[src/hw/rtl/swap_slot_bitmap_allocator_defines.svh]
// Assertion macros used by the swap slot allocator controller RTL.
`ifndef SWAP_SLOT_BITMAP_ALLOCATOR_DEFINES_SVH
`define SWAP_SLOT_BITMAP_ALLOCATOR_DEFINES_SVH

`ifndef SYNTHESIS
// Checked property, disabled while in reset.
`define SSBA_ASSERT(lbl, prop, msg) \
  lbl: assert property (@(posedge clk_i) disable iff (!rst_ni) prop) else $error(msg);
// Checked property, also active during reset.
`define SSBA_ASSERT_ALWAYS(lbl, prop, msg) \
  lbl: assert property (@(posedge clk_i) prop) else $error(msg);
`else
`define SSBA_ASSERT(lbl, prop, msg)
`define SSBA_ASSERT_ALWAYS(lbl, prop, msg)
`endif

`endif

[src/hw/rtl/ssba_pkg.sv]
// Shared types, codes and helpers for the swap slot bitmap allocator.
package ssba_pkg;

  localparam int unsigned NUM_SLOTS_DEF = 1024;
  localparam int unsigned FUNC_W        = 2;
  localparam int unsigned SLOT_W        = 10;
  localparam int unsigned STATUS_W      = 2;
  localparam int unsigned FREE_W        = 11;
  localparam int unsigned WORD_W        = 64;
  localparam int unsigned BIT_W         = 6;

  // Request operation codes
  localparam logic [FUNC_W-1:0] FUNC_ALLOC   = 2'd0;
  localparam logic [FUNC_W-1:0] FUNC_MARK    = 2'd1;
  localparam logic [FUNC_W-1:0] FUNC_RELEASE = 2'd2;
  localparam logic [FUNC_W-1:0] FUNC_NOP     = 2'd3;

  // Response status codes
  localparam logic [STATUS_W-1:0] ST_OK     = 2'd0;
  localparam logic [STATUS_W-1:0] ST_NOFREE = 2'd1;
  localparam logic [STATUS_W-1:0] ST_RANGE  = 2'd2;
  localparam logic [STATUS_W-1:0] ST_SAME   = 2'd3;

  typedef struct packed {
    logic [FUNC_W-1:0] func;
    logic [SLOT_W-1:0] slot;
  } req_t;

  typedef struct packed {
    logic [SLOT_W-1:0]   slot_out;
    logic [STATUS_W-1:0] status;
    logic [FREE_W-1:0]   free_left;
  } rsp_t;

  // Controller -> datapath commands
  typedef struct packed {
    logic clear;  // zero one bitmap word, advance sweep pointer
    logic latch;  // capture request beat
    logic look;   // pick word, issue bitmap read
    logic exec;   // update state, load response register
  } cmd_t;

  // Datapath -> controller status
  typedef struct packed {
    logic clear_done;
  } sts_t;

  // Index of the lowest set bit; zero when none set.
  function automatic logic [BIT_W-1:0] lowest_one(logic [WORD_W-1:0] v);
    logic [BIT_W-1:0] idx;
    idx = '0;
    for (int i = WORD_W - 1; i >= 0; i--) begin
      if (v[i]) idx = BIT_W'(i);
    end
    return idx;
  endfunction

endpackage

[src/hw/rtl/ssba_ctrl.sv]
// Sequencing FSM for the swap slot allocator: clear sweep, accept, look, execute.
`include "swap_slot_bitmap_allocator_defines.svh"

module ssba_ctrl (
  input  logic          clk_i,
  input  logic          rst_ni,
  input  logic          in_valid_i,
  output logic          in_ready_o,
  output logic          out_valid_o,
  input  logic          out_ready_i,
  output ssba_pkg::cmd_t cmd_o,
  input  ssba_pkg::sts_t sts_i
);

  localparam logic [1:0] S_CLEAR = 2'd0;
  localparam logic [1:0] S_IDLE  = 2'd1;
  localparam logic [1:0] S_LOOK  = 2'd2;
  localparam logic [1:0] S_EXEC  = 2'd3;

  logic [1:0] state_q, state_d;
  logic       out_valid_q, out_valid_d;
  logic       exec_go;

  // Execute only when the response register is free or draining this cycle.
  assign exec_go    = (state_q == S_EXEC) && (!out_valid_q || out_ready_i);
  assign in_ready_o = (state_q == S_IDLE);

  always_comb begin
    state_d = state_q;
    unique case (state_q)
      S_CLEAR: if (sts_i.clear_done) state_d = S_IDLE;
      S_IDLE:  if (in_valid_i) state_d = S_LOOK;
      S_LOOK:  state_d = S_EXEC;
      S_EXEC:  if (exec_go) state_d = S_IDLE;
      default: state_d = S_CLEAR;
    endcase
  end

  always_comb begin
    out_valid_d = out_valid_q;
    if (out_ready_i) out_valid_d = 1'b0;
    if (exec_go)     out_valid_d = 1'b1;
  end

  always_ff @(posedge clk_i or negedge rst_ni) begin
    if (!rst_ni) begin
      state_q     <= S_CLEAR;
      out_valid_q <= 1'b0;
    end else begin
      state_q     <= state_d;
      out_valid_q <= out_valid_d;
    end
  end

  assign cmd_o.clear = (state_q == S_CLEAR);
  assign cmd_o.latch = (state_q == S_IDLE) && in_valid_i;
  assign cmd_o.look  = (state_q == S_LOOK);
  assign cmd_o.exec  = exec_go;
  assign out_valid_o = out_valid_q;

  `SSBA_ASSERT(a_exec_gives_beat, exec_go |=> out_valid_q, "execute did not post a response")
  `SSBA_ASSERT(a_look_then_exec, state_q == S_LOOK |=> state_q == S_EXEC, "no exec after look")
  `SSBA_ASSERT(a_clear_ends, cmd_o.clear && sts_i.clear_done |=> in_ready_o, "clear sweep stuck")

endmodule

[src/hw/rtl/ssba_dp.sv]
// Datapath: bitmap memory, full-word summary, free counter, response register.
module ssba_dp #(
  parameter int unsigned NUM_SLOTS = ssba_pkg::NUM_SLOTS_DEF
) (
  input  logic           clk_i,
  input  logic           rst_ni,
  input  ssba_pkg::req_t in_req_i,
  output ssba_pkg::rsp_t out_rsp_o,
  input  ssba_pkg::cmd_t cmd_i,
  output ssba_pkg::sts_t sts_o
);

  localparam int unsigned WORD_W = ssba_pkg::WORD_W;
  localparam int unsigned WORDS  = (NUM_SLOTS + WORD_W - 1) / WORD_W;
  localparam int unsigned WIDX   = (WORDS > 1) ? $clog2(WORDS) : 1;
  localparam int unsigned REM    = NUM_SLOTS % WORD_W;
  localparam int unsigned CNT_W  = $clog2(NUM_SLOTS + 1);

  // Bits past the last slot never count toward a word being full.
  function automatic logic [WORD_W-1:0] vmask(logic [WIDX-1:0] w);
    logic [WORD_W-1:0] m;
    m = '1;
    if (REM != 0 && w == WIDX'(WORDS - 1)) m = (WORD_W'(1) << REM) - WORD_W'(1);
    return m;
  endfunction

  ssba_pkg::req_t     req_q;
  logic [WORD_W-1:0]  mem [WORDS];
  logic [WORD_W-1:0]  rdata_q;
  logic [WORDS-1:0]   full_q, full_d;
  logic [CNT_W-1:0]   cnt_q, cnt_d;
  logic [WIDX-1:0]    clr_q;
  logic [WIDX-1:0]    word_q;
  logic               hit_q;
  ssba_pkg::rsp_t     rsp_q, rsp_d;

  logic [WIDX-1:0]    ff_word, slot_word, rd_addr, waddr;
  logic               ff_found;
  logic [31:0]        slot_ext;
  logic               we, chg;
  logic [WORD_W-1:0]  wdata, upd_word, avail;
  logic [ssba_pkg::BIT_W-1:0] pick;
  logic [31:0]        alloc_slot;
  logic               in_range, used;

  // Lowest word whose summary bit is clear.
  always_comb begin
    ff_found = 1'b0;
    ff_word  = '0;
    for (int i = WORDS - 1; i >= 0; i--) begin
      if (!full_q[i]) begin
        ff_found = 1'b1;
        ff_word  = WIDX'(i);
      end
    end
  end

  assign slot_ext  = 32'(req_q.slot);
  assign slot_word = WIDX'(slot_ext >> 6);
  assign rd_addr   = (req_q.func == ssba_pkg::FUNC_ALLOC) ? ff_word : slot_word;
  assign in_range  = slot_ext < 32'(NUM_SLOTS);

  always_ff @(posedge clk_i) begin
    if (cmd_i.latch) req_q <= in_req_i;
    if (cmd_i.look) begin
      word_q  <= rd_addr;
      hit_q   <= ff_found && (cnt_q != '0);
      rdata_q <= mem[rd_addr];
    end
    if (we) mem[waddr] <= wdata;
    if (cmd_i.exec) rsp_q <= rsp_d;
  end

  always_ff @(posedge clk_i or negedge rst_ni) begin
    if (!rst_ni) begin
      clr_q  <= '0;
      full_q <= '0;
      cnt_q  <= CNT_W'(NUM_SLOTS);
    end else begin
      if (cmd_i.clear) clr_q <= clr_q + WIDX'(1);
      full_q <= full_d;
      cnt_q  <= cnt_d;
    end
  end

  assign sts_o.clear_done = (clr_q == WIDX'(WORDS - 1));

  // Execute step: modify the word read in the look step.
  always_comb begin
    avail      = ~rdata_q & vmask(word_q);
    pick       = ssba_pkg::lowest_one(avail);
    alloc_slot = (32'(word_q) << 6) | 32'(pick);
    used       = rdata_q[req_q.slot[ssba_pkg::BIT_W-1:0]];
    upd_word   = rdata_q;
    chg        = 1'b0;
    cnt_d      = cnt_q;
    rsp_d.slot_out = req_q.slot;
    rsp_d.status   = ssba_pkg::ST_OK;
    case (req_q.func)
      ssba_pkg::FUNC_ALLOC: begin
        if (hit_q) begin
          upd_word[pick] = 1'b1;
          chg            = 1'b1;
          cnt_d          = cnt_q - CNT_W'(1);
          rsp_d.slot_out = alloc_slot[ssba_pkg::SLOT_W-1:0];
        end else begin
          rsp_d.slot_out = '0;
          rsp_d.status   = ssba_pkg::ST_NOFREE;
        end
      end
      ssba_pkg::FUNC_MARK: begin
        if (!in_range) rsp_d.status = ssba_pkg::ST_RANGE;
        else if (used) rsp_d.status = ssba_pkg::ST_SAME;
        else begin
          upd_word[req_q.slot[ssba_pkg::BIT_W-1:0]] = 1'b1;
          chg   = 1'b1;
          cnt_d = cnt_q - CNT_W'(1);
        end
      end
      ssba_pkg::FUNC_RELEASE: begin
        if (!in_range) rsp_d.status = ssba_pkg::ST_RANGE;
        else if (!used) rsp_d.status = ssba_pkg::ST_SAME;
        else begin
          upd_word[req_q.slot[ssba_pkg::BIT_W-1:0]] = 1'b0;
          chg   = 1'b1;
          cnt_d = cnt_q + CNT_W'(1);
        end
      end
      default: ;  // no operation
    endcase
    if (!cmd_i.exec) begin
      chg   = 1'b0;
      cnt_d = cnt_q;
    end
    rsp_d.free_left = ssba_pkg::FREE_W'(32'(cnt_d));
  end

  always_comb begin
    full_d = full_q;
    if (chg) full_d[word_q] = &(upd_word | ~vmask(word_q));
  end

  assign we    = cmd_i.clear || chg;
  assign waddr = cmd_i.clear ? clr_q : word_q;
  assign wdata = cmd_i.clear ? '0 : upd_word;

  assign out_rsp_o = rsp_q;

endmodule

[src/hw/rtl/swap_slot_bitmap_allocator.sv]
// Top level of the swap slot bitmap allocator: controller plus datapath.
//
//   beat      dir  handshake                 payload
//   request   in   in_valid_i / in_ready_o   in_req_i  (func, slot)
//   response  out  out_valid_o / out_ready_i out_rsp_o (slot_out, status, free_left)
//
// Each request passes through accept, look (pick the lowest non-full word from the
//   summary vector for an allocate, else the named slot's word, and read it) and
//   execute (set or clear one bit, for an allocate the lowest clear bit, write back).
// One request at a time. After reset a clearing pass zeroes the bitmap, one word per
//   cycle from word 0 up to the last word, during which no request is accepted.
// The response register lets a new request enter while the last beat waits;
//   a stalled response holds the next request in its execute step.
module swap_slot_bitmap_allocator #(
  parameter int unsigned NUM_SLOTS = ssba_pkg::NUM_SLOTS_DEF
) (
  input  logic           clk_i,
  input  logic           rst_ni,
  input  logic           in_valid_i,
  output logic           in_ready_o,
  input  ssba_pkg::req_t in_req_i,
  output logic           out_valid_o,
  input  logic           out_ready_i,
  output ssba_pkg::rsp_t out_rsp_o
);

  ssba_pkg::cmd_t cmd;
  ssba_pkg::sts_t sts;

  // Sequencer: owns the handshakes and the response valid flag.
  ssba_ctrl u_ctrl (
    .clk_i       (clk_i),
    .rst_ni      (rst_ni),
    .in_valid_i  (in_valid_i),
    .in_ready_o  (in_ready_o),
    .out_valid_o (out_valid_o),
    .out_ready_i (out_ready_i),
    .cmd_o       (cmd),
    .sts_i       (sts)
  );

  // Bitmap, summary, free count and response payload.
  ssba_dp #(
    .NUM_SLOTS (NUM_SLOTS)
  ) u_dp (
    .clk_i     (clk_i),
    .rst_ni    (rst_ni),
    .in_req_i  (in_req_i),
    .out_rsp_o (out_rsp_o),
    .cmd_i     (cmd),
    .sts_o     (sts)
  );

endmodule

[config.mk]
export PLATFORM = sky130hd
export DESIGN_NAME = swap_slot_bitmap_allocator
export DESIGN_NICKNAME = d
export VERILOG_FILES = /design/src/hw/rtl/ssba_pkg.sv /design/src/hw/rtl/ssba_ctrl.sv /design/src/hw/rtl/ssba_dp.sv /design/src/hw/rtl/swap_slot_bitmap_allocator.sv
export VERILOG_INCLUDE_DIRS = /design/src /design/src/hw/rtl
export SDC_FILE = /design/constraint.sdc
export NUM_CORES = 2
export LEC_CHECK = 0
export BUFFER_PORTS_ARGS = -buffer_cell sky130_fd_sc_hd__clkbuf_2
export CORE_MARGIN = 1.5
export CORE_UTILIZATION = 60
export CTS_CLUSTER_SIZE = 20
export DETAILED_ROUTE_END_ITERATION = 8
export MAX_ROUTING_LAYER = met4
export PLACE_DENSITY = 0.76
export SLEW_MARGIN = 20
export SYNTH_ARGS = -nofsm -noshare
export SYNTH_HDL_FRONTEND = slang
export SYNTH_SLANG_ARGS = --single-unit
[constraint.sdc]
create_clock -name clk_i -period 12.9 [get_ports clk_i]
set_input_delay 3.87 -clock clk_i [delete_from_list [all_inputs] [get_ports clk_i]]
set_output_delay 3.87 -clock clk_i [all_outputs]
set_load 0.005 [all_outputs]
==> run_results.csv <==
group,metric,value,unit
yosys,synthCells,3652,
worst_hold_path,hold_path_depth,2,
power,clock_power_share,0.270,
clocking,post_cts_buffers,0,
floorplan,start_util,0.6091,
timing,finalHoldViolCount,0,
clocking,cts_hold_buffers,0,
floorplan,pin_count,41,
yosys,synth.distinct_cells,97,
timing,period_minus_slack,6723,ps
timing,fin_skew,73.76,ps
power,p_leak,18.26,nW
clocking,root_buffer,"clkbuf_16",
worst_hold_path,worst_hold_path_type,"reg -> reg",
critical_path,path_class,"reg -> reg",
floorplan,die_w,292.4,um
floorplan,die_h,292.4,um
clocking,clock-sinks,1162,
yosys,ys_seq_area_frac,0.6910,
clocking,cts-resized-gates,0,
place,port_buffers,40,
final_layout,syn_to_final_growth,9.890,%
place,gp_congestion,1.096,
power,powerDensity,209.3,mW/mm2
yosys,synth_top_area_cell,"edfxtp_1",
timing,rsz0062_at_grt,"no",
power,sw_frac_of_total,0.3506,
critical_path,startpoint,"u_dp.req_q[1]",
detailed_routing,vias,34842,
timing,setup_violations,0,
critical_path,crit_fanout,47,
timing,slew_violations,0,
global_routing,overflow,0,
timing,clock.fmax,0.1487,GHz
clocking,cts_tree,"yes",
global_routing,grt_pass1_wl,229.1,mm
timing,slew_headroom,0.1547,
yosys,synth_fp_nets,3677,
detailed_routing,wl_per_cell,33.67,um
final_layout,instances_no_fill,4783,
critical_path,worst_setup_path_end_kind,"register",
detailed_routing,vias_per_cell,7.285,
clocking,clk_pin_slew,60,ps
yosys,yosysMostFrequentCell,"edfxtp_1",
final_layout,final_cell_area,0.05522,mm2
clocking,clock_latency,740,ps
critical_path,worst-endpoint-arrival,7030,ps
detailed_routing,wl,161.0,mm
yosys,avgSynthCellArea,13.76,um2
status,status,"finished, final reports clean",
clocking,cts-buffers-inserted,110,
detailed_routing,dr.pass1.iters,6,
critical_path,rr_worst_depth,14,
power,p_comb_frac,0.263,
detailed_routing,drc,0,
timing,finalSetupTns,0,ps
critical_path,r2r_start,"u_dp.req_q[1]",
yosys,synthFlopType,"edfxtp_1",
final_layout,drive_gt1_frac,0.1072,
floorplan,num_rows,105,
yosys,synth_common_cells,"1128 x edfxtp_1, 393 x a211oi_1, 376 x nand2_1",
run,max-cap-violations,0,
power,p_switching,0.004053,W
global_routing,antenna_found_initial,11,
floorplan,dieArea,0.08550,mm2
yosys,ys_seq_elements,1162,
yosys,synth_edf_count,1128,
yosys,yosys.area.top_type_share,0.6740,
worst_hold_path,min-delay-start,"u_dp.cnt_q[10]",
timing,min_period_over_period,0.5212,
place,dp_hpwl,98.50,mm
detailed_routing,drt_iter0_markers,5618,
final_layout,fin_nets,3634,
floorplan,fp.coreArea,0.08250,mm2
yosys,synth_area,0.05025,mm2
global_routing,grt_max_degree,181,
critical_path,start_kind,"register",
timing,worst_slew_pin_slew,1256,ps
power,p_seq_frac,0.467,
clocking,clockBufferDepth,3,
global_routing,first_global_vias,32442,
yosys,synthArstFlopShare,0.02926,
yosys,ys_top_cells_by_area,"edfxtp_1 67%, a211oi_1 5.9%, and3_1 3.2%",
place,place_inst,4566,
clocking,htree_levels,3,
power,totalPowerFinal,0.01156,W
place,place_area,0.05165,mm2
yosys,synth_warnings,0,
critical_path,reg2reg_slack,6180,ps
power,ir_drop,0.1603,mV
global_routing,grt_usage,0.3844,
critical_path,crit_required,13210,ps
power,cellInternalPower,0.007507,W
detailed_routing,ant_nets,0,
timing,hold_ws,548.4,ps
## final cells by class
class                           count  area, um2
Antenna cell                        8      20.02
Clock inverter                     74      635.6
Inverter                           43      168.9
Tap cell                         1070       1339
Fill cell                        5667      27280
Sequential cell                  1162      34720
Multi-Input combinational cell   2157      14490
Timing Repair Buffer              135      985.9
Clock buffer                      134       2863
## flip-flops by register name, summed over array words and instances, names as in the netlist
name	cells
u_ctrl.state_q	2
u_dp.full_q	16
u_dp.hit_q	1
u_dp.cnt_q	11
u_dp.clr_q	4
u_dp.rdata_q	64
u_ctrl.out_valid_o	1
u_dp.out_rsp_o	23
u_dp.req_q	12
u_dp.mem	1024
u_dp.word_q	4
## per-layer routing
layer,GRT usage,routed length [um],vias up
met3,0.08582,19810,425
met2,0.5518,71720,2499
li1,-,-,14609
met4,0.1817,8423,0
met5,-,0,-
met1,0.5258,61080,17309
## cell families after synthesis
kind of cell | after synthesis | share of synthesized area
AO/OA/AOI/OAI | 907 | 0.1356
XOR/XNOR | 11 | 0.001917
adder cells (fa/ha/maj) | 9 | 0.002241
buffers and inverters | 333 | 0.02682
flip-flops | 1162 | 0.6910
multiplexers | 147 | 0.02943
AND/OR/NAND/NOR | 1083 | 0.1130
## stage by stage
stage	setup slack, ps	utilization
floorplan	4766	-
global placement	5514	0.6252
detailed placement	5488	0.6261
CTS	6212	0.6685
global route	6004	0.6693
finish	6177	0.6693
## power by group through the flow
stage                     clock network [W]  registers [W]  logic [W]
final                               0.00312        0.00540    0.00304
after global routing                0.00327        0.00542    0.00315
after CTS                           0.00313        0.00538    0.00292
after detailed placement                  0        0.00545    0.00291
after global placement                    0        0.00545    0.00286
after floorplan                           0        0.00531    0.00166
## critical path, cell delays in order, from the launching register on
cell       delay, ps
edfxtp_1        1110
inv_1            570
nor3_1           310
buf_4            250
a221oi_1         110
o2bb2ai_1        660
nor3_4            60
buf_4            320
nand2_1          160
o211ai_1         250
or3_1            510
nor2_1           160
a31oi_1          220
nor2_4           690
buf_4            780
## cell usage in the layout (no fill, tap or decap), types with 41 or more instances in the layout
| cell type | n |
|---|---|
| a21oi_1 | 58 |
| a311oi_1 | 133 |
| nand3_1 | 47 |
| a31oi_1 | 51 |
| o21ai_0 | 70 |
| or4_1 | 82 |
| clkbuf_16 | 110 |
| nand4_1 | 45 |
| edfxtp_1 | 1128 |
| nand2_1 | 374 |
| inv_1 | 41 |
| nor2_1 | 93 |
| a211oi_1 | 392 |
| mux2i_1 | 144 |
| and3_1 | 261 |
| buf_4 | 88 |
## worst paths after layout
kind	to
worst max-delay path	u_dp.mem[13][60]
worst min-delay path	u_dp.cnt_q[10]
worst max register to register	u_dp.mem[13][60]
worst min register to register	u_dp.cnt_q[10]
max in group asynchronous	u_dp.full_q[13]
min in group asynchronous	u_ctrl.state_q[1]
Note: power is estimated with default switching activity, not from simulation.
